**src/lsm_pkg.sv**
```systemverilog
// ----------------------------------------------------------------------------
// lsm_pkg
// Shared types and constants of the looping sample mixer.
// ----------------------------------------------------------------------------
package lsm_pkg;

  localparam int SMP_W      = 16;
  localparam int GAIN_W     = 16;
  localparam int MIX_W      = 34;
  localparam int PROD_W     = 33;
  localparam int OP_W       = 3;
  localparam int CH_FIELD_W = 3;
  localparam int IN_DATA_W  = 40;
  localparam int OUT_DATA_W = 40;

  localparam logic [GAIN_W-1:0] GAIN_RESET = 16'd13573;
  localparam logic [GAIN_W-1:0] GAIN_MAX   = 16'd32768;

  typedef enum logic [OP_W-1:0] {
    OP_TICK   = 3'd0,
    OP_APPEND = 3'd1,
    OP_GAIN   = 3'd2,
    OP_PLAY   = 3'd3,
    OP_CLEAR  = 3'd4
  } op_e;

  // one tick lane entering the multiply-accumulate
  typedef struct packed {
    logic valid;
    logic en;
    logic last;
  } mac_ctl_t;

endpackage

```
**src/lsm_mac.sv**
```systemverilog
// ----------------------------------------------------------------------------
// lsm_mac
// Multiply-accumulate of the tick lane, 34-bit saturation and the output
// word register.
// ----------------------------------------------------------------------------
module lsm_mac #(
  parameter int CHANNELS = 8
) (
  input  logic                         clk_i,
  input  logic                         rst_ni,
  input  lsm_pkg::mac_ctl_t            ctl_i,
  input  logic [lsm_pkg::GAIN_W-1:0]   gain_i,
  input  logic [lsm_pkg::SMP_W-1:0]    sample_i,
  output logic                         busy_o,
  output logic                         m_tvalid_o,
  input  logic                         m_tready_i,
  output logic [lsm_pkg::MIX_W-1:0]    mix_o
);

  localparam int ACC_W = lsm_pkg::PROD_W + $clog2(CHANNELS) + 1;
  localparam int MW    = lsm_pkg::MIX_W;

  logic signed [lsm_pkg::SMP_W-1:0]  smp;
  logic signed [lsm_pkg::GAIN_W:0]   gn;
  logic signed [lsm_pkg::PROD_W-1:0] prod_d, prod_q;
  logic signed [ACC_W-1:0] acc_q, acc_d, sum;
  logic p3_v_q, p3_last_q;
  logic [MW-1:0] res_q, res_d, sat;
  logic res_v_q, res_v_d;
  logic out_v_q, out_v_d;
  logic [MW-1:0] mix_q, mix_d;
  logic take;

  assign smp    = $signed(sample_i);
  assign gn     = $signed({1'b0, gain_i});
  assign prod_d = ctl_i.en ? (lsm_pkg::PROD_W'(smp) * lsm_pkg::PROD_W'(gn)) : '0;
  assign sum    = acc_q + ACC_W'(prod_q);

  always_comb begin
    if ((&sum[ACC_W-1:MW-1]) || !(|sum[ACC_W-1:MW-1])) begin
      sat = sum[MW-1:0];
    end else if (sum[ACC_W-1]) begin
      sat = {1'b1, {(MW-1){1'b0}}};
    end else begin
      sat = {1'b0, {(MW-1){1'b1}}};
    end
  end

  assign take = !out_v_q || m_tready_i;

  always_comb begin
    acc_d   = acc_q;
    res_d   = res_q;
    res_v_d = res_v_q;
    out_v_d = out_v_q;
    mix_d   = mix_q;
    if (take) begin
      out_v_d = res_v_q;
      mix_d   = res_q;
      res_v_d = 1'b0;
    end
    if (p3_v_q) begin
      if (p3_last_q) begin
        res_d   = sat;
        res_v_d = 1'b1;
        acc_d   = '0;
      end else begin
        acc_d = sum;
      end
    end
  end

  always_ff @(posedge clk_i or negedge rst_ni) begin
    if (!rst_ni) begin
      p3_v_q    <= 1'b0;
      p3_last_q <= 1'b0;
      acc_q     <= '0;
      res_v_q   <= 1'b0;
      out_v_q   <= 1'b0;
    end else begin
      p3_v_q    <= ctl_i.valid;
      p3_last_q <= ctl_i.last;
      acc_q     <= acc_d;
      res_v_q   <= res_v_d;
      out_v_q   <= out_v_d;
    end
  end

  always_ff @(posedge clk_i) begin
    prod_q <= prod_d;
    res_q  <= res_d;
    mix_q  <= mix_d;
  end

  assign busy_o     = p3_v_q || res_v_q;
  assign m_tvalid_o = out_v_q;
  assign mix_o      = mix_q;

endmodule

```
**config.mk**
```make
export PLATFORM = sky130hd
export DESIGN_NAME = lsm_mac
export DESIGN_NICKNAME = d
export VERILOG_FILES = /design/src/lsm_pkg.sv /design/src/lsm_mac.sv
export SDC_FILE = /design/constraint.sdc
export NUM_CORES = 1
export LEC_CHECK = 0
export BUFFER_PORTS_ARGS = -buffer_cell sky130_fd_sc_hd__buf_2
export CORE_ASPECT_RATIO = 0.75
export CORE_MARGIN = 10
export CORE_UTILIZATION = 35
export DETAILED_ROUTE_END_ITERATION = 10
export RECOVER_POWER = 50
export SYNTH_ARGS = -nofsm -noshare
export SYNTH_HDL_FRONTEND = slang
export SYNTH_SLANG_ARGS = --single-unit
```
**constraint.sdc**
```tcl
create_clock -name clk_i -period 4.4 [get_ports clk_i]
set_input_delay 0.22 -clock clk_i [delete_from_list [all_inputs] [get_ports clk_i]]
set_output_delay 0.22 -clock clk_i [all_outputs]
set_load 0.01 [all_outputs]
```
==> results.txt <==
The weighted congestion reported at the end of routability-driven placement came out at 0.8755. The met1 track demand over resource in global routing came out at 19.24%. The final number of setup-violating endpoints came out at 20.

The sequential-to-total area share from yosys stat is 24.13%. Data on the critical path is required at its endpoint by 4.72 ns. The area inside the core boundary is 43520 um2. The remaining antenna violation count came out at 0.

The highest cell delay on the worst timing path came out at 0.52 ns. The total routing resource utilization after global routing is 14.29%. TritonCTS built the clock tree. The element type at the critical path end is a flip-flop. The chip width is 262.6 um.

The post-synthesis to final-layout area growth came out at 21.83%. The detailed placement HPWL came out at 29.85 mm. The number of enable flip-flop cells after synthesis is 68. The critical path goes through buf_12 -> and2_4 -> fa_1 -> inv_1 -> fa_1 -> fa_1 -> fa_1 -> inv_1 -> fa_1 -> inv_1 -> fa_1 -> inv_2 -> ha_4 -> a21oi_2 -> o21ai_1 -> a21oi_2 -> o41a_1 -> o21ai_4 -> o31ai_4 -> a31oi_2 -> xor2_1 -> and2_1. For this run, the leading register cell type out of synthesis is edfxtp_1. The post-layout net count came out at 2147. The number of top-level pins is 74. For the final database, setup skew stands at 0.01086 ns. The post-synthesis average cell area came out at 9.893 um2. Synthesis produced a netlist with a net count of 1953. Dividing the final minimum period by the clock period gives 116.7%. Of all cell types, the one taking the most synthesized area is fa_1.

The total number of yosys warnings came out at 0. For this run, the top clock speed supported by timing is 0.1947 GHz. By area the synthesized netlist is led by fa_1 (25%), edfxtp_1 (13%), ha_1 (13%). The library cells used most frequently in the layout, excluding fill and tap cells, are inv_1 (249), fa_1 (186), nand2_1 (161).

Clock tree synthesis selected as its root buffer the cell clkbuf_16. The number of distinct library cells after synthesis is 65. The number of buffers on the longest clock path is 2. The floorplan step defined a die boundary enclosing 53040 um2. After global routing the overflow that remains totals 0. The data arrival time at the worst-slack endpoint is 5.45 ns. The max-slew violation count came out at 0.

The average wire per standard cell came out at 15.61 um. Cells with a size suffix above 1 make up 22.84% of the layout. The pre-CTS setup slack came out at -1.327 ns.

After layout, the worst setup slack is -0.7358 ns. The kind of cell with the highest combined delay along the critical path is adder cells. The path class of the tightest hold or removal check is primary input to async pin. Wires add up to 36.66 mm.

Setup repair after global routing could not meet its margin everywhere. The reported max-cap violation count came out at 0. The DRC violation total after the first TritonRoute iteration came out at 574. The floorplan has 66 rows.

The via density per instance is 4.826. The first global-routing pass estimated 63.51 mm of wire. The largest net degree at the start of global routing came out at 42. The post-route DRC violation count is 0. The number of antenna violations at the first check in global routing is 1. The via count of the first global-routing pass is 12542.

The clock sink count came out at 142. The starting utilization of the core area is 35.51%. The run finished, with violations left. The area share of the largest cell type after synthesis came out at 25.26%. The number of buffers created by CTS is 17.

The worst hold margin is -0.01329 ns. The worst setup path is of the primary input to flip-flop kind. The first TritonRoute pass finished after 5 iterations. The number of flip-flops and latches in the synthesized netlist came out at 142. The synthesized netlist cell count came out at 1562. The worst-path maximum fanout came out at 5. The routing usage on met2 came out at 24.58%. Port buffering added 73 buffers. The relative max-transition margin is 30.86%. The global-route met3 utilization is 1.790%. The final period demand of the worst path is 5.136 ns.

The latest clock arrival within the worst-skew pair came out at 0.42 ns. The share of flip-flops with an asynchronous set or reset after synthesis came out at 28.87%. Counting both buffers and inverters, the worst setup path holds a total of 5.

After clock tree synthesis, the clock-pin slew on the worst setup and hold paths is 0.07 ns. STA classifies the critical path startpoint as a primary input. The final reports fail on negative hold slack, negative setup slack.

The via total after detailed routing came out at 11331. After global routing, the most crowded layer is met2. The worst-margin pin slew came out at 1.037 ns. The number of H-tree branching levels came out at 4.

The largest individual stage delay along the critical path comes from the cell fa_1. Among the stages of the critical path, the cell type that occurs most often is fa_1. From bottom edge to top edge, the die measures 202.0 um.

The count of endpoints failing hold in the final timing report was 25. The most frequent standard cell in the layout excluding fill and tap cells is inv_1. After synthesis the cells add up to 15450 um2.
[cells in the mapped netlist, drive strengths merged, types with 2 or more instances]
cell / count
a22o: 3
a31oi: 10
o21bai: 8
fa: 195
a21oi: 58
nand2: 167
ha: 158
buf: 10
o41a: 2
o21a: 6
nand3: 9
dfrtp: 41
or3: 2
edfxtp: 68
inv: 264
and2: 150
o2bb2ai: 32
a21o: 23
o31ai: 11
nor2b: 4
a311oi: 3
o41ai: 2
o22ai: 4
nor3: 8
a221oi: 3
o21ai: 64
or2: 3
nor2: 48
and3: 12
clkbuf: 47
o211ai: 2
a211oi: 9
a21boi: 2
and4: 4
dfxtp: 33
nand2b: 14
xor2: 33
xnor2: 29
nand4: 8
[area by class of cell]
class / count / area, um2
inverter: 264 / 991.0
antenna: 1 / 2.502
sequential: 142 / 3729
tap: 578 / 723.2
clock inverter: 15 / 125.1
multi-input combinational: 1099 / 10920
clock buffer: 17 / 425.4
fill: 4135 / 24690
timing repair buffer: 232 / 1909
[per-layer routing]
| layer | routed length (um) | part of all wire, % |
|---|---|---|
| met5 | 0 | 0 |
| met1 | 17800 | 49 |
| met2 | 17580 | 48 |
| met3 | 975 | 2.7 |
| met4 | 295 | 0.80 |
[cell families after synthesis]
kind of cell	after synthesis	share of synthesized area [%]
buffers and inverters	321	8.129
flip-flops	142	24.13
adder cells (fa/ha/maj)	353	38.06
AND/OR/NAND/NOR	433	14.02
XOR/XNOR	62	3.563
AO/OA/AOI/OAI	250	12.04
multiplexers	1	0.06478
[worst paths after layout]
kind | from | end | slack [ns] | depth (start not counted)
min in group clk_i | ctl_i[1] | prod_q[26] | 0.27 | 2
worst max-delay path | gain_i[7] | prod_q[28] | -0.74 | 22
worst max register to register | acc_q[0] | res_q[30] | 0.56 | 11
worst min-delay path | rst_ni | acc_q[11] | -0.01 | 1
max in group asynchronous | rst_ni | acc_q[32] | 3.77 | 1
worst min register to register | res_q[23] | mix_o[23] | 0.42 | 0
[repair_timing]
action                     CTS  global route
hold buffers                 2             0
setup buffers                3             7
pin swaps                   39            37
cloned                       0             2
hold endpoints to repair     2             0
gates resized for setup     82            59
setup endpoints to repair   21            22
[metrics by stage]
stage	setup TNS, ns	area, um2	instances	hold WS, ns	util [%]
after floorplan	-11.92	15800	1562	-0.07559	-
after global placement	-22.66	17640	2301	0.3360	40.54
after detailed placement	-23.74	17640	2301	0.3299	40.54
after CTS	-9.581	18540	2338	0.01327	42.59
after global routing	-13.80	18830	2348	0.05155	43.26
final	-10.60	18830	2348	-0.01329	43.26
[sequential cells by signal, indices dropped and copies added, names as in the netlist]
name        count
res_q          34
p3_v_q          1
mix_o          34
acc_q          37
res_v_q         1
prod_q         33
p3_last_q       1
m_tvalid_o      1
Power is not shown: default switching activity piles up to over one toggle a cycle in this logic, so the estimate is an artifact.
