$ cat config.mk
export PLATFORM = sky130hd
export DESIGN_NAME = lsm_ram
export DESIGN_NICKNAME = d
export VERILOG_FILES = /design/src/lsm_ram.sv
export SDC_FILE = /design/constraint.sdc
export NUM_CORES = 1
export LEC_CHECK = 0
export BUFFER_PORTS_ARGS = -buffer_cell sky130_fd_sc_hd__buf_2
export CAP_MARGIN = 20
export CORE_MARGIN = 2
export CORE_UTILIZATION = 52
export DETAILED_ROUTE_END_ITERATION = 10
export PLACE_DENSITY = 0.72
export SLEW_MARGIN = 20
export SYNTH_ARGS = -nofsm -noshare
export SYNTH_HDL_FRONTEND = slang
export SYNTH_SLANG_ARGS = --single-unit
$ cat constraint.sdc
create_clock -name clk_i -period 3 [get_ports clk_i]
set_input_delay 0.9 -clock clk_i [delete_from_list [all_inputs] [get_ports clk_i]]
set_output_delay 0.9 -clock clk_i [all_outputs]
set_load 0.02 [all_outputs]
$ cat src/lsm_ram.sv
// ----------------------------------------------------------------------------
// lsm_ram
// Generic single-write, single-read RAM with registered read data.
// ----------------------------------------------------------------------------
module lsm_ram #(
  parameter int W     = 16,
  parameter int DEPTH = 8
) (
  input  logic                                      clk_i,
  input  logic                                      we_i,
  input  logic [((DEPTH > 1) ? $clog2(DEPTH) : 1)-1:0] waddr_i,
  input  logic [W-1:0]                              wdata_i,
  input  logic                                      re_i,
  input  logic [((DEPTH > 1) ? $clog2(DEPTH) : 1)-1:0] raddr_i,
  output logic [W-1:0]                              rdata_o
);

  logic [W-1:0] mem_q [DEPTH];
  logic [W-1:0] rdata_q;

  always_ff @(posedge clk_i) begin
    if (we_i) begin
      mem_q[waddr_i] <= wdata_i;
    end
    if (re_i) begin
      rdata_q <= mem_q[raddr_i];
    end
  end

  assign rdata_o = rdata_q;

endmodule

==> impl_metrics.py, run 1 <==
metrics = {
    "pwr": {
        "share_comb_of_total_power_pct": 4.8,
        "vdd_drop_max_mv": 0.4549,
        "cellPowerDensity_nw_per_um2": 719.6,
        "p_int_w": 0.003746,
        "power.switching_fraction_pct": 19.49,
        "clkPwrFrac_pct": 45.5,
        "power_leakage_nw": 2.220,
        "seqPwrFrac_pct": 49.8,
        "power_switching_w": 0.0009068,
    },
    "worst_hold_path": {
        "worst_hold_startpoint": "wdata_i[8]",
        "number_of_cells_on_the_worst_hold_path": 1,
        "timing.hold.worst_endpoint": "mem_q[3][8]",
        "hold_class": "in -> reg",
    },
    "finish": {
        "number_of_nets_in_the_layout": 299,
        "area.growth.synth_to_final_pct": 18.56,
        "post_route_cells_drive_above_1_share_pct": 35.66,
    },
    "timing": {
        "worstMarginPinSlew_ps": 529.9,
        "post-route-period-util_pct": 65.71,
        "setup_total_negative_slack_ps": 0,
        "final.min_clock_period_ps": 1971,
        "clock_skew_ps": 5.819,
        "fmax_mhz": 507.3,
        "max_slew_margin_pct": 64.67,
        "count_of_pins_over_their_slew_limit": 0,
        "setup_violations": 0,
        "grt_setup_unrepaired": "false",
        "final_hold_viol_count": 0,
        "timing.final.ws_setup_ps": 1029,
        "final.hold.worst_slack_ps": 654.6,
    },
    "run": {
        "max_cap_viol_count": 0,
    },
    "clock_network": {
        "post-cts-setup-buffers": 0,
        "cell_at_the_root_of_the_clock_tree": "clkbuf_8",
        "cts.sink_count": 144,
        "ctsHtreeMaxLevel": 4,
        "post_cts_hold_buffer_count": 0,
        "clk_pin_slew_ps": 60,
        "worstSkewPairLatency_ps": 500,
        "post_cts.resized_instances": 0,
        "clockBufferDepth": 2,
        "inserted_clock_buffers": 17,
        "cts_tree": "built",
    },
    "synth": {
        "seq_area_frac_synth_pct": 79.28,
        "postSynthNetCount": 239,
        "yosysUniqueCellTypes": 11,
        "postSynthCellCount": 214,
        "total_of_flip_flops_plus_latches_after_synthesis": 144,
        "synth.yosys.warnings": 0,
        "area_of_the_mapped_netlist_um2": 5454,
        "syn-mean-instance-area_um2": 25.49,
    },
    "drt": {
        "wl_per_cell_um": 21.36,
        "drt.antenna.violating_nets": 0,
        "drt_iter0_drc": 181,
        "remaining_drc_errors": 0,
        "num_vias": 2348,
        "vias_per_cell": 5.551,
        "wl_um": 9035,
        "detailedRoute.firstPassIterationCount": 4,
    },
    "floorplan": {
        "floorplan.die_area_um2": 11320,
        "chipWidth_um": 106.4,
        "initial_core_util_pct": 53.31,
        "site_rows": 37,
        "core_area_um2": 10230,
        "floorplan.die.height_um": 106.4,
        "num_io_pins": 41,
    },
    "placed_design": {
        "pre_cts_slack_ps": 598.2,
        "half_perimeter_wire_length_of_the_detailed_placement_result_um": 4569,
        "final_replace_weighted_congestion": 0.6643,
        "port_buffers": 40,
    },
    "global_route": {
        "global_route_usage_over_all_layers_pct": 17.47,
        "first_pass_grt_wire_length_um": 13660,
        "antenna_violations_before_repair": 1,
        "grt_pass1_vias": 2444,
        "pin_count_of_the_biggest_net_entering_global_routing": 33,
        "grt.overflow.total": 0,
    },
    "worst_setup_path": {
        "worst-r2r-setup-slack_ps": 1580,
        "timing.critical_path.from_type": "flip-flop",
        "critical_path.max_stage_delay_ps": 390,
        "r2r-end": "rdata_o[0]",
        "critPathBufInv": 1,
        "crit_family": "flip-flops",
        "critical_path.slowest_cell": "edfxtp_1",
        "critPathArrivalTime_ps": 1070,
        "worst-endpoint-required_ps": 2100,
        "cp_max_fo": 1,
        "crit_path_cell_trace": "buf_2",
        "endpoint_kind": "output pin",
        "r2r.worst_path.cells": 2,
        "timing.rr.start": "mem_q[0][0]",
        "critical_path_class": "reg -> out",
    },
    "outcome": {
        "outcome": "completed",
    },
}
==> metrics by stage <==
| stage | power [W] | utilization, % | cell area (um2) | std cells |
|---|---|---|---|---|
| 2_1_floorplan | 0.002491 | - | 5454 | 214 |
| 5_1_grt | 0.004796 | 63.18 | 6464 | 422 |
| 4_1_cts | 0.004695 | 63.18 | 6464 | 422 |
| 3_3_place_gp | 0.002574 | 57.25 | 5857 | 391 |
| 6_report | 0.004653 | 63.20 | 6466 | 423 |
| 3_5_place_dp | 0.002584 | 57.25 | 5857 | 391 |
==> synth_stat cells (all sizes together) <==
library cell | count | area [um2]
buf | 8 | 60.05
clkbuf | 1 | 5.000
edfxtp | 144 | 4324
mux2 | 16 | 180.2
mux4 | 32 | 825.8
nand2 | 2 | 7.510
nand2b | 3 | 18.77
nor2 | 6 | 22.52
nor3 | 2 | 10.01
==> placed cells by master, fill, tap and decap left out <==
cell type / instances
nor2_1: 6
diode_2: 1
clkbuf_1: 1
edfxtp_1: 144
inv_6: 1
mux4_2: 4
clkinvlp_4: 5
mux2_2: 16
nor3_2: 2
buf_12: 1
clkinv_4: 2
buf_4: 9
nand2b_1: 3
clkbuf_8: 1
clkinv_2: 1
clkbuf_16: 16
bufinv_16: 4
buf_2: 40
mux4_1: 28
nand2_1: 2
==> kinds of logic after synthesis <==
group,synth area share [%]
and+or+nand+nor,1.078
buffers and inverters,1.193
DFF,79.28
muxes,18.44
==> how the worst max path moves through the flow <==
stage	startpoint	end	slack, ps	cells past startpoint
after global routing	rdata_o[7]	rdata_o[7]	960	1
after global placement	raddr_i[0]	rdata_o[6]	620	4
after CTS	rdata_o[7]	rdata_o[7]	980	1
after floorplan	waddr_i[2]	mem_q[0][0]	380	2
after detailed placement	raddr_i[0]	rdata_o[0]	600	4
final	rdata_o[8]	rdata_o[8]	1030	1
==> power by group through the flow <==
stage / clock network, W / registers (W) / logic, W
finish: 0.00212 / 0.00232 / 0.000223
global route: 0.00223 / 0.00232 / 0.000240
CTS: 0.00215 / 0.00232 / 0.000227
detailed placement: 0 / 0.00236 / 0.000226
global placement: 0 / 0.00235 / 0.000219
floorplan: 0 / 0.00238 / 0.000114
==> state kept, by name, summed over array words and instances (netlist names) <==
name / flops
rdata_o: 16
mem_q: 128
==> routing by layer <==
metal,wire [um],share of wire (%),up-vias,global-route usage [%]
met3,350,3.9,9,5.457
met5,0,0,-,0
met2,4612,51,57,28.98
li1,-,-,1064,-
met1,3978,44,1218,22.03
met4,93,1.0,0,6.122
==> layout make-up <==
type | instances | area (um2)
sequential | 144 | 4324
clock buffer | 18 | 417.9
fill | 661 | 3765
timing repair buffer | 50 | 287.8
tap | 136 | 170.2
clock inverter | 13 | 188.9
antenna | 1 | 2.502
multi-input combinational | 61 | 1075
(Power assumes the default switching activity.)
==> run 2, diff against run 1 <==
==> constraint.sdc (replaced) <==
create_clock -name clk_i -period 2 [get_ports clk_i]
set_input_delay 0.6 -clock clk_i [delete_from_list [all_inputs] [get_ports clk_i]]
set_output_delay 0.6 -clock clk_i [all_outputs]
set_load 0.02 [all_outputs]
==> impl_metrics.py, run 2 (synthesized netlist as in run 1, its figures left out) <==
metrics = {
    "finish": {
        "mostFrequentLayoutCell": "edfxtp_1",
        "post_route_cells_drive_above_1_share_pct": 34.26,
        "most_frequent_cells_in_the_layout": "144 x edfxtp_1, 40 x buf_2, 28 x mux4_1, 16 x mux2_2, 16 x clkbuf_16",
        "area.growth.synth_to_final_pct": 21.29,
        "number_of_nets_in_the_layout": 301,
        "final_design_area_no_fill_um2": 6615,
        "largest_register_ff_count": 128,
        "registers.top_by_ff_count": "mem_q",
        "final_util_pct": 64.66,
    },
    "worst_setup_path": {
        "endpoint_kind": "output pin",
        "timing.critical_path.from_type": "flip-flop",
        "critical_path.slowest_cell": "edfxtp_1",
        "crit_family": "flip-flops",
        "critical_path.max_stage_delay_ps": 410,
        "critical_path_class": "reg -> out",
        "crit_path_cell_trace": "buf_2",
        "critPathArrivalTime_ps": 1100,
        "critPathBufInv": 1,
        "cp_max_fo": 1,
        "worst-endpoint-required_ps": 1400,
    },
    "worst_hold_path": {
        "hold_class": "in -> reg",
    },
    "placed_design": {
        "pre_cts_slack_ps": -81.36,
        "final_replace_weighted_congestion": 0.6689,
        "place_area_um2": 5997,
        "half_perimeter_wire_length_of_the_detailed_placement_result_um": 4946,
        "port_buffers": 40,
    },
    "drt": {
        "drt.antenna.violating_nets": 0,
        "remaining_drc_errors": 0,
        "wl_per_cell_um": 21.32,
        "num_vias": 2386,
        "detailedRoute.firstPassIterationCount": 6,
        "wl_um": 9083,
        "drt_iter0_drc": 131,
        "vias_per_cell": 5.601,
    },
    "clock_network": {
        "post-cts-setup-buffers": 0,
        "post_cts_hold_buffer_count": 0,
        "clk_pin_slew_ps": 60,
        "cell_at_the_root_of_the_clock_tree": "clkbuf_8",
        "post_cts.resized_instances": 0,
        "cts.sink_count": 144,
        "worstSkewPairLatency_ps": 510,
        "inserted_clock_buffers": 17,
        "cts_tree": "built",
        "ctsHtreeMaxLevel": 4,
        "clockBufferDepth": 2,
    },
    "pwr": {
        "power_leakage_nw": 2.277,
        "cellPowerDensity_nw_per_um2": 1070,
        "finalPower_w": 0.007077,
        "vdd_drop_max_mv": 0.5281,
    },
    "timing": {
        "max_slew_margin_pct": 67.79,
        "worstMarginPinSlew_ps": 483.1,
        "clock_skew_ps": 4.374,
        "setup_total_negative_slack_ps": 0,
        "final.min_clock_period_ps": 1697,
        "grt_setup_unrepaired": "false",
        "fmax_mhz": 589.4,
        "post-route-period-util_pct": 84.83,
        "final_hold_viol_count": 0,
        "count_of_pins_over_their_slew_limit": 0,
        "timing.final.ws_setup_ps": 303.4,
        "setup_violations": 0,
    },
    "floorplan": {
        "site_rows": 37,
        "chipWidth_um": 106.4,
        "initial_core_util_pct": 53.31,
        "floorplan.die_area_um2": 11320,
        "core_area_um2": 10230,
        "num_io_pins": 41,
        "floorplan.die.height_um": 106.4,
    },
    "run": {
        "max_cap_viol_count": 0,
    },
    "global_route": {
        "first_pass_grt_wire_length_um": 13960,
        "pin_count_of_the_biggest_net_entering_global_routing": 33,
        "top_usage_layer": "met2",
        "global_route_usage_over_all_layers_pct": 17.76,
        "global_routing_met3_resource_utilization_pct": 5.334,
        "grt_pass1_vias": 2476,
        "antenna_violations_before_repair": 0,
        "grtUsageMet1_pct": 24.65,
        "global_route.usage.met2_pct": 26.92,
        "grt.overflow.total": 0,
    },
    "outcome": {
        "outcome": "completed",
    },
}
==> run 2: metal layers <==
| metal | up-vias | routed length (um) |
|---|---|---|
| li1 | 1066 | - |
| met1 | 1239 | 4074 |
| met2 | 65 | 4450 |
| met3 | 16 | 426 |
| met4 | 0 | 131 |
| met5 | - | 0 |
==> run 2: path summary, 6_finish.rpt <==
| check | from | endpoint | slack (ps) | depth (start not counted) |
|---|---|---|---|---|
| worst max-delay path | rdata_o[5] | rdata_o[5] | 300 | 1 |
| worst min register to register | mem_q[5][12] | rdata_o[12] | 740 | 2 |
| worst max register to register | mem_q[4][7] | rdata_o[7] | 570 | 2 |
| worst min-delay path | wdata_i[4] | mem_q[0][4] | 350 | 1 |
==> run 2: power breakdown <==
part / internal (W) / switching [W]
Clock: 0.00214 / 0.00111
Sequential: 0.00345 / 0.0000253
Combinational: 0.000170 / 0.000190
Total: 0.00576 / 0.00132
==> run 2: through the flow <==
stage,hold WS (ps),instances
CTS,329.2,425
finish,352.9,426
global placement,721.5,393
global route,344.1,425
floorplan,698.9,214
detailed placement,735.6,393
==> run 2: area by class of cell <==
type | count | area (um2)
fill | 672 | 3616
clock buffer | 20 | 425.4
clock inverter | 12 | 190.2
sequential | 144 | 4324
tap | 136 | 170.2
antenna | 1 | 2.502
timing repair buffer | 52 | 427.9
multi-input combinational | 61 | 1075
