### config.mk
export PLATFORM = sky130hd
export DESIGN_NAME = lsm_ctrl
export DESIGN_NICKNAME = d
export VERILOG_FILES = /design/src/lsm_pkg.sv /design/src/lsm_ram.sv /design/src/lsm_ctrl.sv
export SDC_FILE = /design/constraint.sdc
export NUM_CORES = 1
export LEC_CHECK = 0
export BUFFER_PORTS_ARGS = -buffer_cell sky130_fd_sc_hd__buf_2
export CELL_PAD_IN_SITES_DETAIL_PLACEMENT = 1
export CELL_PAD_IN_SITES_GLOBAL_PLACEMENT = 2
export CORE_ASPECT_RATIO = 0.75
export CORE_MARGIN = 8
export CORE_UTILIZATION = 45
export CTS_CLUSTER_SIZE = 30
export DETAILED_ROUTE_END_ITERATION = 8
export GPL_ROUTABILITY_DRIVEN = 0
export GPL_TIMING_DRIVEN = 0
export PLACE_DENSITY_LB_ADDON = 0.1
export SYNTH_ARGS = -nofsm -noshare
export SYNTH_HDL_FRONTEND = slang
export SYNTH_SLANG_ARGS = --single-unit
### constraint.sdc
create_clock -name clk_i -period 8.9 [get_ports clk_i]
set_input_delay 0.445 -clock clk_i [delete_from_list [all_inputs] [get_ports clk_i]]
set_output_delay 0.445 -clock clk_i [all_outputs]
set_load 0.02 [all_outputs]
### src/lsm_pkg.sv
// ----------------------------------------------------------------------------
// lsm_pkg
// Shared types and constants of the looping sample mixer.
// ----------------------------------------------------------------------------
package lsm_pkg;

  localparam int SMP_W      = 16;
  localparam int GAIN_W     = 16;
  localparam int MIX_W      = 34;
  localparam int PROD_W     = 33;
  localparam int OP_W       = 3;
  localparam int CH_FIELD_W = 3;
  localparam int IN_DATA_W  = 40;
  localparam int OUT_DATA_W = 40;

  localparam logic [GAIN_W-1:0] GAIN_RESET = 16'd13573;
  localparam logic [GAIN_W-1:0] GAIN_MAX   = 16'd32768;

  typedef enum logic [OP_W-1:0] {
    OP_TICK   = 3'd0,
    OP_APPEND = 3'd1,
    OP_GAIN   = 3'd2,
    OP_PLAY   = 3'd3,
    OP_CLEAR  = 3'd4
  } op_e;

  // one tick lane entering the multiply-accumulate
  typedef struct packed {
    logic valid;
    logic en;
    logic last;
  } mac_ctl_t;

endpackage

### src/lsm_ram.sv
// ----------------------------------------------------------------------------
// lsm_ram
// Generic single-write, single-read RAM with registered read data.
// ----------------------------------------------------------------------------
module lsm_ram #(
  parameter int W     = 16,
  parameter int DEPTH = 8
) (
  input  logic                                      clk_i,
  input  logic                                      we_i,
  input  logic [((DEPTH > 1) ? $clog2(DEPTH) : 1)-1:0] waddr_i,
  input  logic [W-1:0]                              wdata_i,
  input  logic                                      re_i,
  input  logic [((DEPTH > 1) ? $clog2(DEPTH) : 1)-1:0] raddr_i,
  output logic [W-1:0]                              rdata_o
);

  logic [W-1:0] mem_q [DEPTH];
  logic [W-1:0] rdata_q;

  always_ff @(posedge clk_i) begin
    if (we_i) begin
      mem_q[waddr_i] <= wdata_i;
    end
    if (re_i) begin
      rdata_q <= mem_q[raddr_i];
    end
  end

  assign rdata_o = rdata_q;

endmodule

### src/lsm_ctrl.sv
// ----------------------------------------------------------------------------
// lsm_ctrl
// Operation sequencer: holds the per-channel state RAM, runs the tick sweep
// (read state, pick sample address, write back position) and the
// read-modify-write of append, gain, play and clear.
// ----------------------------------------------------------------------------
module lsm_ctrl #(
  parameter int SAMPLES_PER_CHANNEL = 65536,
  parameter int CHANNELS            = 8,
  localparam int CW = (CHANNELS > 1) ? $clog2(CHANNELS) : 1,
  localparam int AW = $clog2(CHANNELS * SAMPLES_PER_CHANNEL)
) (
  input  logic                          clk_i,
  input  logic                          rst_ni,
  input  logic                          s_tvalid_i,
  output logic                          s_tready_o,
  input  logic [lsm_pkg::OP_W-1:0]      op_i,
  input  logic [lsm_pkg::CH_FIELD_W-1:0] chan_i,
  input  logic [lsm_pkg::SMP_W-1:0]     sample_i,
  input  logic [lsm_pkg::GAIN_W-1:0]    gain_i,
  input  logic                          play_i,
  input  logic                          mac_busy_i,
  output logic                          smp_we_o,
  output logic [AW-1:0]                 smp_waddr_o,
  output logic [lsm_pkg::SMP_W-1:0]     smp_wdata_o,
  output logic                          smp_re_o,
  output logic [AW-1:0]                 smp_raddr_o,
  output lsm_pkg::mac_ctl_t             mac_ctl_o,
  output logic [lsm_pkg::GAIN_W-1:0]    mac_gain_o
);

  localparam int PW = $clog2(SAMPLES_PER_CHANNEL);
  localparam int LW = $clog2(SAMPLES_PER_CHANNEL + 1);
  localparam int SW = 1 + lsm_pkg::GAIN_W + PW + LW;

  localparam logic [SW-1:0] ST_RESET = {1'b0, lsm_pkg::GAIN_RESET, PW'(0), LW'(0)};
  localparam logic [SW-1:0] ST_FIRST = {1'b0, lsm_pkg::GAIN_RESET, PW'(0), LW'(1)};

  typedef enum logic [3:0] {
    ST_IDLE  = 4'b0001,
    ST_MOD   = 4'b0010,
    ST_TICK  = 4'b0100,
    ST_DRAIN = 4'b1000
  } ctrl_state_e;

  ctrl_state_e state_q, state_d;
  logic [CW-1:0] idx_q, idx_d;
  logic [CHANNELS-1:0] vld_q, vld_d;
  logic rd_vld_q, rd_vld_d;

  lsm_pkg::op_e op_q, op_d;
  logic [CW-1:0] chan_q, chan_d;
  logic chan_ok_q, chan_ok_d;
  logic [lsm_pkg::SMP_W-1:0] smp_q, smp_d;
  logic [lsm_pkg::GAIN_W-1:0] gain_q, gain_d;
  logic play_q, play_d;

  logic p1_v_q, p1_v_d;
  logic p1_last_q, p1_last_d;
  logic [CW-1:0] p1_ch_q, p1_ch_d;
  lsm_pkg::mac_ctl_t p2_q, p2_d;
  logic [lsm_pkg::GAIN_W-1:0] p2_gain_q, p2_gain_d;

  logic st_we, st_re;
  logic [CW-1:0] st_waddr, st_raddr;
  logic [SW-1:0] st_wdata, st_rdata, cur;

  logic [LW-1:0] cur_len, nxt;
  logic [PW-1:0] cur_pos, pos0;
  logic [lsm_pkg::GAIN_W-1:0] cur_gain, gain_sat;
  logic cur_play, active;

  lsm_ram #(.W(SW), .DEPTH(CHANNELS)) u_state_ram (
    .clk_i   (clk_i),
    .we_i    (st_we),
    .waddr_i (st_waddr),
    .wdata_i (st_wdata),
    .re_i    (st_re),
    .raddr_i (st_raddr),
    .rdata_o (st_rdata)
  );

  assign cur      = rd_vld_q ? st_rdata : ST_RESET;
  assign cur_len  = cur[LW-1:0];
  assign cur_pos  = cur[LW +: PW];
  assign cur_gain = cur[LW+PW +: lsm_pkg::GAIN_W];
  assign cur_play = cur[SW-1];

  assign active   = cur_play && (cur_len != '0);
  assign pos0     = (LW'(cur_pos) >= cur_len) ? '0 : cur_pos;
  assign nxt      = ((LW'(pos0) + LW'(1)) >= cur_len) ? '0 : (LW'(pos0) + LW'(1));
  assign gain_sat = (gain_q > lsm_pkg::GAIN_MAX) ? lsm_pkg::GAIN_MAX : gain_q;

  assign s_tready_o = (state_q == ST_IDLE);

  always_comb begin
    state_d   = state_q;
    idx_d     = idx_q;
    vld_d     = vld_q;
    op_d      = op_q;
    chan_d    = chan_q;
    chan_ok_d = chan_ok_q;
    smp_d     = smp_q;
    gain_d    = gain_q;
    play_d    = play_q;
    p1_v_d    = 1'b0;
    p1_last_d = 1'b0;
    p1_ch_d   = idx_q;
    st_re     = 1'b0;
    st_raddr  = idx_q;
    st_we     = 1'b0;
    st_waddr  = chan_q;
    st_wdata  = cur;
    smp_we_o    = 1'b0;
    smp_waddr_o = AW'(chan_q) * AW'(SAMPLES_PER_CHANNEL) + AW'(cur_len);
    smp_wdata_o = smp_q;
    smp_re_o    = 1'b0;
    smp_raddr_o = AW'(p1_ch_q) * AW'(SAMPLES_PER_CHANNEL) + AW'(pos0);
    p2_d.valid  = p1_v_q;
    p2_d.en     = p1_v_q && active;
    p2_d.last   = p1_last_q;
    p2_gain_d   = cur_gain;

    unique case (state_q)
      ST_IDLE: begin
        if (s_tvalid_i) begin
          op_d      = lsm_pkg::op_e'(op_i);
          chan_d    = CW'(chan_i);
          chan_ok_d = 32'(chan_i) < CHANNELS;
          smp_d     = sample_i;
          gain_d    = gain_i;
          play_d    = play_i;
          if (lsm_pkg::op_e'(op_i) == lsm_pkg::OP_TICK) begin
            idx_d   = '0;
            state_d = ST_TICK;
          end else begin
            st_re    = 1'b1;
            st_raddr = CW'(chan_i);
            state_d  = ST_MOD;
          end
        end
      end
      ST_MOD: begin
        state_d = ST_IDLE;
        if (chan_ok_q) begin
          unique case (op_q)
            lsm_pkg::OP_APPEND: begin
              if (cur_len == '0) begin
                st_we       = 1'b1;
                st_wdata    = ST_FIRST;
                smp_we_o    = 1'b1;
                vld_d[chan_q] = 1'b1;
              end else if (cur_len < LW'(SAMPLES_PER_CHANNEL)) begin
                st_we       = 1'b1;
                st_wdata    = {cur[SW-1:LW], cur_len + LW'(1)};
                smp_we_o    = 1'b1;
                vld_d[chan_q] = 1'b1;
              end
            end
            lsm_pkg::OP_GAIN: begin
              st_we    = 1'b1;
              st_wdata = {cur_play, gain_sat, cur_pos, cur_len};
              vld_d[chan_q] = 1'b1;
            end
            lsm_pkg::OP_PLAY: begin
              st_we    = 1'b1;
              st_wdata = {play_q, cur_gain, cur_pos, cur_len};
              vld_d[chan_q] = 1'b1;
            end
            lsm_pkg::OP_CLEAR: begin
              vld_d[chan_q] = 1'b0;
            end
            default: begin
            end
          endcase
        end
      end
      ST_TICK: begin
        st_re     = 1'b1;
        st_raddr  = idx_q;
        p1_v_d    = 1'b1;
        p1_ch_d   = idx_q;
        p1_last_d = (idx_q == CW'(CHANNELS - 1));
        if (idx_q == CW'(CHANNELS - 1)) begin
          state_d = ST_DRAIN;
        end else begin
          idx_d = idx_q + CW'(1);
        end
      end
      ST_DRAIN: begin
        if (!p1_v_q && !p2_q.valid && !mac_busy_i) begin
          state_d = ST_IDLE;
        end
      end
      default: begin
        state_d = ST_IDLE;
      end
    endcase

    // tick lane: state data of channel p1_ch_q is here
    if (p1_v_q) begin
      smp_re_o = 1'b1;
      if (active) begin
        st_we    = 1'b1;
        st_waddr = p1_ch_q;
        st_wdata = {cur_play, cur_gain, PW'(nxt), cur_len};
        vld_d[p1_ch_q] = 1'b1;
      end
    end

    rd_vld_d = vld_q[st_raddr];
  end

  always_ff @(posedge clk_i or negedge rst_ni) begin
    if (!rst_ni) begin
      state_q  <= ST_IDLE;
      idx_q    <= '0;
      vld_q    <= '0;
      rd_vld_q <= 1'b0;
      p1_v_q   <= 1'b0;
      p1_last_q <= 1'b0;
      p2_q     <= '0;
      op_q     <= lsm_pkg::OP_TICK;
      chan_ok_q <= 1'b0;
    end else begin
      state_q  <= state_d;
      idx_q    <= idx_d;
      vld_q    <= vld_d;
      rd_vld_q <= rd_vld_d;
      p1_v_q   <= p1_v_d;
      p1_last_q <= p1_last_d;
      p2_q     <= p2_d;
      op_q     <= op_d;
      chan_ok_q <= chan_ok_d;
    end
  end

  always_ff @(posedge clk_i) begin
    chan_q    <= chan_d;
    smp_q     <= smp_d;
    gain_q    <= gain_d;
    play_q    <= play_d;
    p1_ch_q   <= p1_ch_d;
    p2_gain_q <= p2_gain_d;
  end

  assign mac_ctl_o  = p2_q;
  assign mac_gain_o = p2_gain_q;

endmodule

==> flow_summary.yaml, run 1 <==
synth:
  synthFlopType: "edfxtp_1"
  ys_types: 68
  synth-edff-count: 486
  synthArstFlopShare_pct: 4.72
  netlist_area_sq_um: 22700
  synth-seq-cells: 530
  yosysSeqAreaShare_pct: 68.7
  synth_cells: 1556
  syn_avg_cell_area_sq_um: 14.6
  synth_fp_nets: 1638
  synth_warnings: 0
worst_setup_path:
  crit_arrival_ns: 8.74
  critical_path.startpoint_type: "flop"
  cp_max_fo: 20
  required_ns: 9.18
  cp-end-kind: "flop"
  worstSetupPathType: "flop to flop"
floorplan:
  ioPinCount: 119
  std_cell_rows: 71
  die_area_sq_um: 58000
  die_y_um: 211
  initial_core_util_pct: 45.4
  fp.coreArea_sq_um: 50000
  die_w_um: 275
clocking:
  clkTransAtPathRegs_ns: 0.06
  cts_tree: "done"
  cts_buffers: 53
  numClockSinks: 530
  clk_latency_ns: 0.61
  htreeDepth: 2
  cts_root_buf: "clkbuf_16"
  cts_setup_buffers: 0
  cts_buffer_depth: 3
timing:
  worst_pin_slew_ns: 1.07
  min_period_over_period_pct: 95.1
  final-hold-violation-count: 0
  max_freq_mhz: 118
  setup_violations: 0
  clock_skew_ns: 0.0317
  max_slew_margin_pct: 28.0
  finalSetupTns_ns: 0
  report.final.slew_viol_count: 0
  period_needed_ns: 8.46
  rsz0062_at_grt: "no"
global_route:
  grt_pass1_vias: 15100
  grt_first_pass_wirelength_mm: 97.7
  grt_overflow: 0
  grt_max_degree: 51
  track_usage_pct: 22.6
  antenna_found_initial: 1
detailed_routing:
  route.detailed.drc: 0
  routedWlPerCell_um: 26.7
  firstDrtPassIters: 5
  vias: 14200
  drt-vias-per-instance: 5.73
  drtIter0Drc: 1161
  totalWireLength_mm: 66.1
  drtAntennaViolNets: 0
finish:
  fillCellCount: 4845
  final_cell_mix: "486 x edfxtp_1, 171 x nand2_1, 132 x buf_2"
  fin_nets: 1860
  design_area_sq_um: 26800
  area_growth_pct: 18.1
  drive_above_1_share_pct: 22.3
  layout_commonest_cell: "edfxtp_1"
flow_run:
  drv_cap: 0
power:
  peakVddDrop_v: 0.000170
  p_leak_nw: 9.79
  powerDensity_nw_per_um2: 308
worst_hold_path:
  min_path_type: "primary input to flop"
place:
  port_buffers: 118
  placed_area_sq_um: 24600
  dp_hpwl_mm: 44.8
outcome:
  status: "finished clean"
routing by layer:
layer	vias to the layer above	GRT usage, %	share of wire [%]
li1	6411	-	-
met1	7340	32.9	47
met2	383	35.5	46
met3	81	3.54	5.3
met4	0	5.85	2.0
met5	-	0	0
power breakdown:
group	internal (W)	switching, W	total, W
clock	0.00127	0.000942	0.00221
sequential	0.00314	0.000130	0.00327
combinational	0.000934	0.00184	0.00277
total	0.00535	0.00291	0.00826
cells by family (layout without fill, tap and decap cells):
logic type      after synthesis  count (layout)  share of synthesized area, %
flops                       530             530                          68.7
fa+ha+maj                    39              39                          2.15
xor+xnor                     17              17                         0.656
other cells                   0               1                             0
buf+inv                     135             400                          3.08
simple gates                435             435                          8.91
compound gates              239             239                          7.91
mux                         161             161                          8.59
stage by stage:
| stage | utilization (%) | instances | power [W] | worst slack [ns] | hold slack (ns) |
|---|---|---|---|---|---|
| CTS | 53.4 | 2478 | 0.00826 | 0.0333 | 0.00238 |
| global route | 53.6 | 2478 | 0.00863 | 0.0438 | 0.0104 |
| global placement | 48.2 | 2331 | 0.00593 | -1.20 | 0.337 |
| finish | 53.6 | 2479 | 0.00826 | 0.436 | 0.0431 |
| floorplan | - | 1556 | 0.00502 | 2.48 | 0.149 |
| detailed placement | 49.2 | 2349 | 0.00600 | -1.18 | 0.337 |
path summary, 6_finish.rpt:
kind | slack (ns) | cells past startpoint | endpoint | from
worst max-delay path | 0.44 | 26 | u_state_ram.mem_q[7][18] | rd_vld_q
worst min-delay path | 0.04 | 1 | smp_wdata_o[5] | sample_i[5]
worst max register to register | 0.44 | 26 | u_state_ram.mem_q[7][18] | rd_vld_q
worst min register to register | 0.35 | 0 | mac_ctl_o[0] | p1_last_q
max in group asynchronous | 8.06 | 2 | mac_ctl_o[1] | rst_ni
min in group asynchronous | 0.41 | 2 | state_q[3] | rst_ni
flip-flops by register name, indices dropped and copies added, names as in the netlist:
signal and count:
idx_q 3, rd_vld_q 1, state_q 4, chan_ok_q 1
p1_v_q 1, mac_ctl_o 3, u_state_ram.rdata_o 50, p1_last_q 1
p1_ch_q 3, smp_wdata_o 16, chan_q 3, op_q 3
gain_q 16, mac_gain_o 16, u_state_ram.mem_q 400, play_q 1
vld_q 8
final cells by class:
class	instances	area (sq um)	share of cell area [%]
Multi-Input combinational cell	891	6650	24.8
Timing Repair Buffer	168	1320	4.91
Clock inverter	19	195	0.728
Tap cell	657	822	3.06
Inverter	48	180	0.672
Clock buffer	79	1530	5.69
Antenna cell	1	2.50	0.00933
Buffer	86	528	1.97
Sequential cell	530	15600	58.2
worst max-delay path: stages, from the launching register on:
cell,delay (ns)
dfrtp_1,0.60
clkbuf_1,0.46
clkbuf_4,0.47
clkdlybuf4s15_2,0.52
nand2_1,0.18
inv_1,0.25
ha_1,0.28
a41oi_1,0.22
a31oi_1,0.08
o311ai_2,0.40
nand3_2,0.38
clkbuf_1,0.39
nor2_1,0.32
ha_1,0.24
nand3_1,0.13
nor2_1,0.29
nand2_1,0.18
nor2_1,0.22
xnor2_1,0.23
nor2_1,0.09
ha_1,0.32
nand2_1,0.05
o21ai_1,0.25
a21oi_1,0.14
o311ai_4,0.52
clkbuf_2,0.55
o22ai_2,0.33
cell usage after synthesis, drive strengths merged (5+ instances only):
cell,n,area (sq um)
a31oi,8,56.3
and2,13,81.3
a21oi,26,130
dfxtp,19,380
mux2i,54,553
nor3,16,80.1
inv,48,180
nand2,172,646
a21o,8,60.1
nand3,29,145
clkbuf,39,146
o22ai,54,338
buf,48,372
xor2,6,52.6
nand4,12,75.1
nor2,122,468
mux2,107,1400
dfrtp,24,601
o21ai,29,145
o31ai,6,45.0
nor4,10,75.1
ha,39,488
and4,7,61.3
and3,11,68.8
a32o,55,551
a22o,14,123
o221ai,5,43.8
edfxtp,486,14600
or3,7,43.8
nand2b,20,125
xnor2,11,96.3
o32ai,13,114
repair_timing:
action | in CTS | in global routing
endpoints found under the setup margin | 128 | 128
hold buffers | 32 | 0
gates resized for setup | 13 | 16
hold endpoints to repair | 55 | 0
(Power assumes the default switching activity.)
==> run 2, diff against run 1 <==
- PLACE_DENSITY: not set -> 0.83
- PLACE_DENSITY_LB_ADDON: 0.1 -> not set
==> flow_summary.yaml, run 2 (synthesis gave the netlist of run 1 again) <==
clocking:
  clkTransAtPathRegs_ns: 0.06
  htreeDepth: 2
  numClockSinks: 530
  cts_tree: "done"
  clk_latency_ns: 0.61
  cts_buffers: 52
  cts_buffer_depth: 3
  cts_setup_buffers: 0
  cts_root_buf: "clkbuf_16"
global_route:
  grt_max_degree: 46
  grt_pass1_vias: 15400
  antenna_found_initial: 0
  track_usage_pct: 22.6
  grt_overflow: 0
  grt_first_pass_wirelength_mm: 97.7
worst_setup_path:
  required_ns: 9.15
  worstSetupPathType: "flop to flop"
  slowest_stage: "o32ai_1"
  path_buf_inv: 4
  path_cells: "clkbuf_1 > clkbuf_1 > clkbuf_2 > nand2_1 > ha_1 > a41oi_1 > a31oi_1 > o311ai_2 > nand3_2 > clkbuf_1 > nor2_1 > ha_1 > nand3_1 > nor2_1 > nand2_1 > nor2_1 > xnor2_1 > nor2_1 > ha_1 > and4_1 > and3_1 > a211oi_2 > o311ai_4 > o32ai_1"
  cp_max_fo: 10
  cp-end-kind: "flop"
  cp_slowest_stage_delay_ns: 0.88
  crit_arrival_ns: 8.65
  critical_path.startpoint_type: "flop"
  critical_path.top_delay_family: "simple AND/OR/NAND/NOR gates"
  cpMostUsedCell: "nor2_1"
finish:
  fillCellCount: 4834
  final_cell_mix: "486 x edfxtp_1, 171 x nand2_1, 132 x buf_2"
  diodes: 0
  final_cells: 2465
  drive_above_1_share_pct: 22.2
  fin_util_pct: 53.3
  layout_commonest_cell: "edfxtp_1"
  largest_reg_flops: 400
  multiInputGateArea_sq_um: 6680
  area_growth_pct: 17.4
  fin_nets: 1848
  regMostFlops: "u_state_ram.mem_q"
  seqCellArea_sq_um: 15600
  design_area_sq_um: 26700
floorplan:
  die_y_um: 211
  initial_core_util_pct: 45.4
  fp.coreArea_sq_um: 50000
  ioPinCount: 119
  die_area_sq_um: 58000
  die_w_um: 275
  std_cell_rows: 71
timing:
  report.final.slew_viol_count: 0
  clock_skew_ns: 0.0278
  period_needed_ns: 8.40
  max_freq_mhz: 119
  final-hold-violation-count: 0
  setup_violations: 0
  max_slew_margin_pct: 23.5
  worst_pin_slew_ns: 1.13
  min_period_over_period_pct: 94.4
  rsz0062_at_grt: "no"
detailed_routing:
  totalWireLength_mm: 65.6
  vias: 14400
  route.detailed.drc: 0
  drtIter0Drc: 1259
  drt-vias-per-instance: 5.84
  firstDrtPassIters: 7
  routedWlPerCell_um: 26.6
  drtAntennaViolNets: 0
place:
  placed_area_sq_um: 24600
  post-place-cells: 2348
  dp_hpwl_mm: 45.0
  port_buffers: 118
power:
  p_leak_nw: 9.71
  powerDensity_nw_per_um2: 308
  peakVddDrop_v: 0.000215
outcome:
  status: "finished clean"
flow_run:
  drv_cap: 0
worst_hold_path:
  min_path_type: "primary input to flop"
run 2: worst paths after layout:
kind	depth (start not counted)	end	start	slack [ns]
max in group asynchronous	2	vld_q[4]	rst_ni	8.08
max reg2reg	24	u_state_ram.mem_q[6][22]	rd_vld_q	0.50
max	24	u_state_ram.mem_q[6][22]	rd_vld_q	0.50
min in group asynchronous	2	chan_ok_q	rst_ni	0.40
min	1	gain_q[8]	gain_i[8]	0.02
min reg2reg	0	mac_ctl_o[0]	p1_last_q	0.35
run 2: where the power goes:
group | internal [W] | switching, W
logic | 0.000939 | 0.00184
registers | 0.00314 | 0.000132
clock network | 0.00123 | 0.000942
run 2: per-stage QoR:
step,total power (W),setup TNS (ns),hold WS (ns),setup WS [ns]
2_1_floorplan,0.00502,0,0.149,2.48
3_3_place_gp,0.00589,-503.32,0.339,-1.26
3_5_place_dp,0.00600,-138.91,0.339,-1.31
4_1_cts,0.00821,-0.516,0.00113,-0.0309
5_1_grt,0.00858,0,0.0109,0.115
6_report,0.00822,0,0.0241,0.500
run 2: worst register-to-register path, delay by kind of cell, from the launching register on:
kind	cells	cell delay [ns]
AO/OA/AOI/OAI	6	2.22
XOR/XNOR	1	0.21
adder cells (fa/ha/maj)	3	1.01
buffers and inverters	4	1.84
flip-flops	1	0.55
AND/OR/NAND/NOR	10	2.26
run 2: what timing repair did:
action                                 4_1_cts  5_1_grt
setup endpoints to repair                  128      128
pin swaps                                    0        0
endpoints found under the hold margin       46        0
gates resized for setup                     12       21
hold buffers                                23        0
run 2: layout make-up:
class | instances | share of cell area (%)
clock buffer | 65 | 5.14
tap | 657 | 3.08
clock inverter | 31 | 1.06
buffer | 85 | 1.94
multi-input combinational | 891 | 25.1
sequential | 530 | 58.5
timing repair buffer | 158 | 4.50
inverter | 48 | 0.676
run 2: per-layer routing:
layer,vias to the layer above,GRT usage (%),wire [um]
met1,7436,31.1,28700
met5,-,0,0
met4,0,6.36,1590
met3,111,4.14,4210
met2,481,36.6,31100
li1,6373,-,-
==> run 3, diff against run 2 <==
- CORE_MARGIN: 8 -> 2
==> flow_summary.yaml, run 3 (synthesis gave the netlist of run 1 again) <==
worst_setup_path:
  cp-end-kind: "flop"
  endpoint: "u_state_ram.mem_q[2][20]"
  r2r_slack_ns: 0.34
  cpMostUsedCell: "nor2_1"
  cp_slowest_stage_delay_ns: 0.94
  required_ns: 9.14
  r2r_cells: 25
  crit_path_start: "rd_vld_q"
  worstSetupPathType: "flop to flop"
  critical_path.startpoint_type: "flop"
  cp_max_fo: 19
  reg2reg_to: "u_state_ram.mem_q[2][20]"
  slowest_stage: "o32ai_1"
  timing.rr.start: "rd_vld_q"
  crit_arrival_ns: 8.80
timing:
  clock_skew_ns: 0.0116
  report.final.slew_viol_count: 0
  min_period_over_period_pct: 96.2
  max_slew_margin_pct: 11.7
  period_needed_ns: 8.56
  worst_pin_slew_ns: 1.31
  finalSetupTns_ns: 0
  setup_violations: 0
  rsz0062_at_grt: "no"
  final-hold-violation-count: 0
  max_freq_mhz: 117
clocking:
  cts_buffer_depth: 3
  cts_root_buf: "clkbuf_16"
  numClockSinks: 530
  htreeDepth: 2
  cts_buffers: 52
  clk_latency_ns: 0.60
  clkTransAtPathRegs_ns: 0.06
  cts_setup_buffers: 0
  cts_tree: "done"
finish:
  design_area_sq_um: 26600
  regMostFlops: "u_state_ram.mem_q"
  layout_commonest_cell: "edfxtp_1"
  fillCellCount: 4843
  area_growth_pct: 17.1
  fin_util_pct: 53.2
  fin_nets: 1841
  drive_above_1_share_pct: 22.5
  seqCellArea_sq_um: 15600
  diodes: 0
  multiInputGateArea_sq_um: 6580
  final_cell_mix: "486 x edfxtp_1, 171 x nand2_1, 133 x buf_2"
  largest_reg_flops: 400
floorplan:
  std_cell_rows: 71
  die_area_sq_um: 52300
  ioPinCount: 119
  fp.coreArea_sq_um: 50000
  die_y_um: 199
  die_w_um: 263
  initial_core_util_pct: 45.4
place:
  port_buffers: 118
  dp_hpwl_mm: 44.9
  placed_area_sq_um: 24700
power:
  p_comb_share_pct: 33.4
  p_seq_share_pct: 39.7
  internal_power_w: 0.00534
  powerDensity_nw_per_um2: 310
  peakVddDrop_v: 0.000229
  finalPower_w: 0.00824
  pwr-share-clk_pct: 26.9
  power_switching_w: 0.00289
  switching_share_pct: 35.1
  p_leak_nw: 9.72
worst_hold_path:
  min_path_type: "primary input to flop"
global_route:
  grt_max_degree: 45
  grt_pass1_vias: 15200
  track_usage_pct: 25.3
  grt_overflow: 0
  antenna_found_initial: 0
  grt_first_pass_wirelength_mm: 97.5
detailed_routing:
  drtIter0Drc: 1287
  drt-vias-per-instance: 5.89
  routedWlPerCell_um: 26.9
  route.detailed.drc: 0
  firstDrtPassIters: 5
  vias: 14500
  drtAntennaViolNets: 0
  totalWireLength_mm: 66.0
outcome:
  status: "finished clean"
flow_run:
  drv_cap: 0
## run 3: area by class of cell
type                       instances  share of cell area [%]
buffer                            86                    1.96
inverter                          48                   0.678
tap                              657                    3.09
timing repair buffer             150                    4.48
clock inverter                    21                   0.913
multi-input combinational        891                    24.8
clock buffer                      74                    5.44
sequential                       530                    58.7
## run 3: worst min path at each step
stage           startpoint              to  cells after the start
2_1_floorplan       rst_ni       chan_ok_q                      0
3_3_place_gp     p1_last_q    mac_ctl_o[0]                      0
3_5_place_dp     p1_last_q    mac_ctl_o[0]                      0
4_1_cts        sample_i[7]  smp_wdata_o[7]                      1
5_1_grt          gain_i[7]       gain_q[7]                      1
6_report         gain_i[7]       gain_q[7]                      1
## run 3: metal layers
metal,wire length [um],vias to the layer above,global-route usage (%)
li1,-,6361,-
met1,29200,7498,35.7
met2,31200,521,41.4
met3,4320,94,3.97
met4,1290,0,5.95
met5,0,-,0
## run 3: power groups by stage
stage                     logic [W]  registers [W]  clock network (W)
after floorplan             0.00170        0.00332                  0
after global placement      0.00255        0.00332                  0
after detailed placement    0.00267        0.00332                  0
after CTS                   0.00271        0.00327            0.00225
after global routing        0.00297        0.00329            0.00235
final                       0.00275        0.00327            0.00221
## run 3: critical path: cells and delay by family (launching register included)
kind            cells  cell delay (ns)
compound gates      6             2.49
xor+xnor            1             0.18
fa+ha+maj           3             0.86
buf+inv             5             1.98
flops               1             0.57
simple gates       10             2.08
## run 3: timing repair
item,4_1_cts,5_1_grt
hold buffers,13,0
endpoints found under the setup margin,128,128
endpoints found under the hold margin,36,0
cloned,0,0
gates resized for setup,10,12
## run 3: through the flow
| stage | setup WS [ns] | std cells | hold WS, ns |
|---|---|---|---|
| floorplan | 2.48 | 1556 | 0.149 |
| global placement | -1.17 | 2331 | 0.340 |
| detailed placement | -0.913 | 2350 | 0.343 |
| CTS | 0.120 | 2457 | 0.00168 |
| global route | 0.0746 | 2457 | 0.0102 |
| finish | 0.340 | 2457 | 0.0259 |
